===== src/rtl/gcq_ram.sv =====
`timescale 1ns / 1ps

module gcq_ram #(
	parameter int DATA_W = 8,
	parameter int DEPTH  = 256,
	parameter int ADDR_W = (DEPTH > 1) ? $clog2(DEPTH) : 1
) (
	input  logic              clk,
	input  logic              arst_n,
	input  logic              we,
	input  logic [ADDR_W-1:0] waddr,
	input  logic [DATA_W-1:0] wdata,
	input  logic [ADDR_W-1:0] raddr,
	output logic [DATA_W-1:0] rdata
);

	logic [DATA_W-1:0] mem [DEPTH];
	logic [DATA_W-1:0] rd_q;
	logic [DATA_W-1:0] wd_q;
	logic              hit_q;

	always_ff @(posedge clk) begin
		if (we) begin
			mem[waddr] <= wdata;
		end
		rd_q <= mem[raddr];
		wd_q <= wdata;
	end

	// write in the same cycle as the read returns the new data
	always_ff @(posedge clk or negedge arst_n) begin
		if (!arst_n) begin
			hit_q <= 1'b0;
		end else begin
			hit_q <= we && (waddr == raddr);
		end
	end

	assign rdata = hit_q ? wd_q : rd_q;

endmodule


===== config.mk =====
export PLATFORM = sky130hd
export DESIGN_NAME = gcq_ram
export DESIGN_NICKNAME = d
export VERILOG_FILES = /design/src/rtl/gcq_ram.sv
export SDC_FILE = /design/constraint.sdc
export NUM_CORES = 2
export LEC_CHECK = 0
export BUFFER_PORTS_ARGS = -buffer_cell sky130_fd_sc_hd__buf_4
export CORE_ASPECT_RATIO = 1.4
export CORE_MARGIN = 5
export CORE_UTILIZATION = 62
export DETAILED_ROUTE_END_ITERATION = 8
export PLACE_DENSITY = 0.78
export SYNTH_ARGS = -nofsm -noshare
export SYNTH_HDL_FRONTEND = slang
export SYNTH_SLANG_ARGS = --single-unit

===== constraint.sdc =====
create_clock -name clk -period 2.5 [get_ports clk]
set_input_delay 0.375 -clock clk [delete_from_list [all_inputs] [get_ports clk]]
set_output_delay 0.375 -clock clk [all_outputs]
set_load 0.1 [all_outputs]

# Word-level counts from Yosys, hierarchy flattened

Memories as Yosys holds them, arrays and structs flattened. A register that Yosys moved wholly into a read port is not among the register bits.
Index checks and enable logic that the tools add are counted.
Widths: inputs -> output; s select.

Bits in registers: 9
Latch bits: 0
RAM bits: 2048
Bits in read-only memories: 0
Input bits: 27
Output and inout bits: 8
Logic and storage cells: 8
Memories kept: 1

Add/sub/neg operators: 0
$mul: 0
Div/mod/pow operators: 0
Magnitude comparators: 0
Equal/unequal tests: 1
Shift-type cells: 0
Multiplexer cells: 3
Bitwise logic cells: 0
Reduce and logical (&&, ||, !) cells: 1

Memory list:

| memory | depth | bits a word | rd ports | clocked after Yosys merged registers in | wr ports | line | source |
|---|---|---|---|---|---|---|---|
| mem    | 256   | 8           | 1        | 1                                       | 1        | 17   | `logic [DATA_W-1:0] mem [DEPTH];` |

Operators by type and width:

| kind              | number |
|---|---|
| $eq 8x8->1        | 1 |
| $mux 8            | 1 |
| $mux 1            | 2 |
| $logic_and 1x1->1 | 1 |

# Logic depth before layout (Yosys ltp)

Word-level depth: 2
Gate-level depth with buffers: 12
Mapped depth without buffers: 6

# Worst setup path after synthesis

Ideal clock, no wire load.

Kind: input-to-reg
Start: input raddr[0]
End: register rd_q[0] (read register of mem)
Library setup time: 0.130 ns
Arrival time: 2.181 ns
Required time: 2.370 ns
Slack: 0.189 ns
Stages: 8
Path buffers: 3
Cell sequence: buf_6 -> buf_6 -> buf_2 -> mux4_2 -> a22oi_1 -> a21oi_1 -> nor4_1 -> nor4b_2

RTL lines:

| element         | line | source |
|---|---|---|
| start, declared | 13   | `input logic [ADDR_W-1:0] raddr,` |
| end, declared   | 18   | `logic [DATA_W-1:0] rd_q;` |

==> results.tsv <==
stage	metric	value	unit
timing	relSlewSlack	0.392	
clock_tree	numCtsBuffers	174	
timing	rsz0062_at_grt	false	
yosys	synth_cell_type_count	55	
pwr	p_leak	30.6	nW
global_routing	grt_max_degree	92	
yosys	syn_area_per_cell	21.1	um2
clock_tree	clk_latency	810	ps
yosys	seq_area_frac_synth	0.771	
placement	port_buffers	34	
placement	place_hpwl	135000	um
critical_path	criticalPathCategory	input port to register	
placement	dp_cells	5964	
route	wl_per_cell	33.6	um
critical_path	cp_cell_sequence	buf_8 > buf_4 > buf_12 > buf_4 > mux4_2 > a22o_1 > nor4_2 > buf_4 > o221ai_1 > nor4b_2	
yosys	ys_warn_count	0	
timing	fin_skew	29.1	ps
critical_path	cpMostUsedCell	buf_4	
timing	setup_viol	2	
route	drt_iter0_drc	6093	
critical_path	crit_arrival	3210	ps
global_routing	grt_usage	0.313	
global_routing	grt_pass1_vias	44800	
global_routing	grt_overflow_total	0	
route	drc_errors	0	
floorplanning	start_util	0.622	
route	first_pass_iters	8	
clock_tree	cts_tree	built	
route	ant_nets	0	
yosys	synthArstFlopShare	0.000484	
timing	fin_ws	-40.1	ps
yosys	synth.most_common_cell	edfxtp_1	
timing	period_needed	2540	ps
global_routing	grt_pass1_wl	307000	um
critical_path	crit_family	buffers and inverters	
yosys	ys_top_cells_by_area	edfxtp_1 77%, mux4_2 11%, mux2i_1 1.8%	
floorplanning	fp.dieW	314	um
yosys	synth.largest_area_cell	edfxtp_1	
floorplanning	coreArea	129000	um2
yosys	ys.flop_type	edfxtp_1	
critical_path	worst-path-buf-inv	5	
timing	hold_viol	0	
clock_tree	clkSinkCount	2065	
clock_tree	cts_root_buf	clkbuf_16	
cells_and_area	final_util	0.723	
floorplanning	die_y	435	um
clock_tree	cts_max_level	4	
yosys	synth_common_cells	2048 x edfxtp_1, 408 x mux4_2, 291 x nor2_1	
pwr	irDropWorstVdd	0.527	mV
cells_and_area	layoutNonFillerInstCount	6297	
floorplanning	core.rowCount	156	
yosys	synth_edf_count	2048	
timing	clock.fmax	394	MHz
yosys	synth_top_area_frac	0.767	
critical_path	end_kind	register	
critical_path	crit_path_max_fanout	14	
yosys	synthesis.area	80200	um2
cells_and_area	layout.nets	4513	
floorplanning	ios	35	
placement	gp_congestion	0.986	
critical_path	critPathSlowestCell	mux4_2	
critical_path	slowest_delay	510	ps
timing	fin_crit_sh	1.02	
timing	tightestPinTransition	904	ps
yosys	synth_seq_cells	2065	
route	dr_total_vias	43300	
floorplanning	die-area	137000	um2
route	wl	212000	um
cells_and_area	area_growth	16.2	%
yosys	syn-instance-count	3806	
clock_tree	cts_buffer_depth	3	
route	avgViaCountPerCell	6.88	
clock_tree	clkSlewWorstSetupHoldPaths	60	ps
status	status	finished, violations left	
timing	drv_slew	0	
global_routing	antenna_found_initial	7	
status	violations	negative setup slack	
critical_path	start_kind	input port	
job	drv_cap	0	
min_path	hold_path_class	input port to register	
yosys	syn_nets	3833	
pwr	p_per_area	748	nW/um2
cells_and_area	layout-drive-gt1-share	0.318	
critical_path	required	3170	ps
final cells by class:
cell class / count / area, um2
flip-flops and latches: 2065 / 61800
clock buffers: 214 / 4650
inverters: 2 / 7.51
repair buffers: 743 / 6710
diodes: 6 / 15.0
clock inverters: 108 / 1010
multi-input cells: 1500 / 16900
well taps: 1659 / 2080
fillers: 6826 / 35600
through the flow:
step	hold slack [ps]	TNS, ps	area, um2	setup slack, ps	power [W]
global placement	179	-6880	87400	-1140	0.0431
floorplan	79.4	0	80200	189	0.0410
global route	46.6	0	93200	7.54	0.0715
detailed placement	178	-6910	87400	-1150	0.0432
CTS	29.1	0	93100	1.08	0.0698
finish	53.2	-67.3	93200	-40.1	0.0697
repair_timing:
action	4_1_cts	5_1_grt
endpoints found under the hold margin	34	0
resized for setup	9	8
setup buffers	0	0
pin swaps	0	0
endpoints found under the setup margin	4	6
hold buffers	5	0
cells in the final DEF (no fill, tap or decap), types with 16 or more instances in the layout:
cell and n:
edfxtp_1 2048, buf_4 644, mux4_2 408, nor2_1 289, clkbuf_16 181, a22oi_1 149, mux2i_1 141, buf_12 84
a21oi_1 74, o221ai_1 46, o22ai_1 46, nand2_1 45, clkinv_2 39, clkbuf_1 33, o21ai_0 30, a211oi_1 29
clkinv_1 29, mux2_2 27, mux4_1 25, nand3_1 24, nor2b_1 17, bufinv_16 17, nor4_1 16, dfxtp_1 16
registers in the layout, summed over array words and instances (netlist names):
name	cells
hit_q	1
mem	2048
rd_q	8
wd_q	8
worst paths after layout:
path,start,to,slack [ps],cells past startpoint
max in group asynchronous,arst_n,hit_q,1820,3
min in group asynchronous,arst_n,hit_q,510,3
hold / removal,wdata[4],wd_q[4],50,1
setup / recovery,raddr[0],rd_q[1],-40,10
setup reg to reg,mem[67][1],rd_q[1],10,7
hold reg to reg,mem[39][4],rd_q[4],1060,4
worst register-to-register path: stages, from the launching register on:
cell	delay, ps
edfxtp_1	390
mux4_2	530
a22oi_1	300
a21oi_1	140
or2_1	300
a211oi_2	400
buf_4	230
nor4b_2	60
kinds of logic after synthesis:
group	count (synthesis)	synth area share
flip-flops	2065	0.771
multiplexers	601	0.144
AND/OR/NAND/NOR	473	0.0273
AO/OA/AOI/OAI	418	0.0364
buffers and inverters	241	0.0199
XOR/XNOR	8	0.000874
layer usage:
layer,vias up,share of wire,track usage
li1,17300,-,-
met1,22100,0.31,0.377
met2,3196,0.50,0.516
met3,782,0.10,0.0633
met4,2,0.083,0.209
met5,-,0.000061,0
where the power goes:
group	total (W)	internal (W)	switching, W
registers	0.0382	0.0381	0.0000897
logic	0.00434	0.00166	0.00268
clock network	0.0272	0.0150	0.0121
Note: power is estimated with default switching activity, not from simulation.
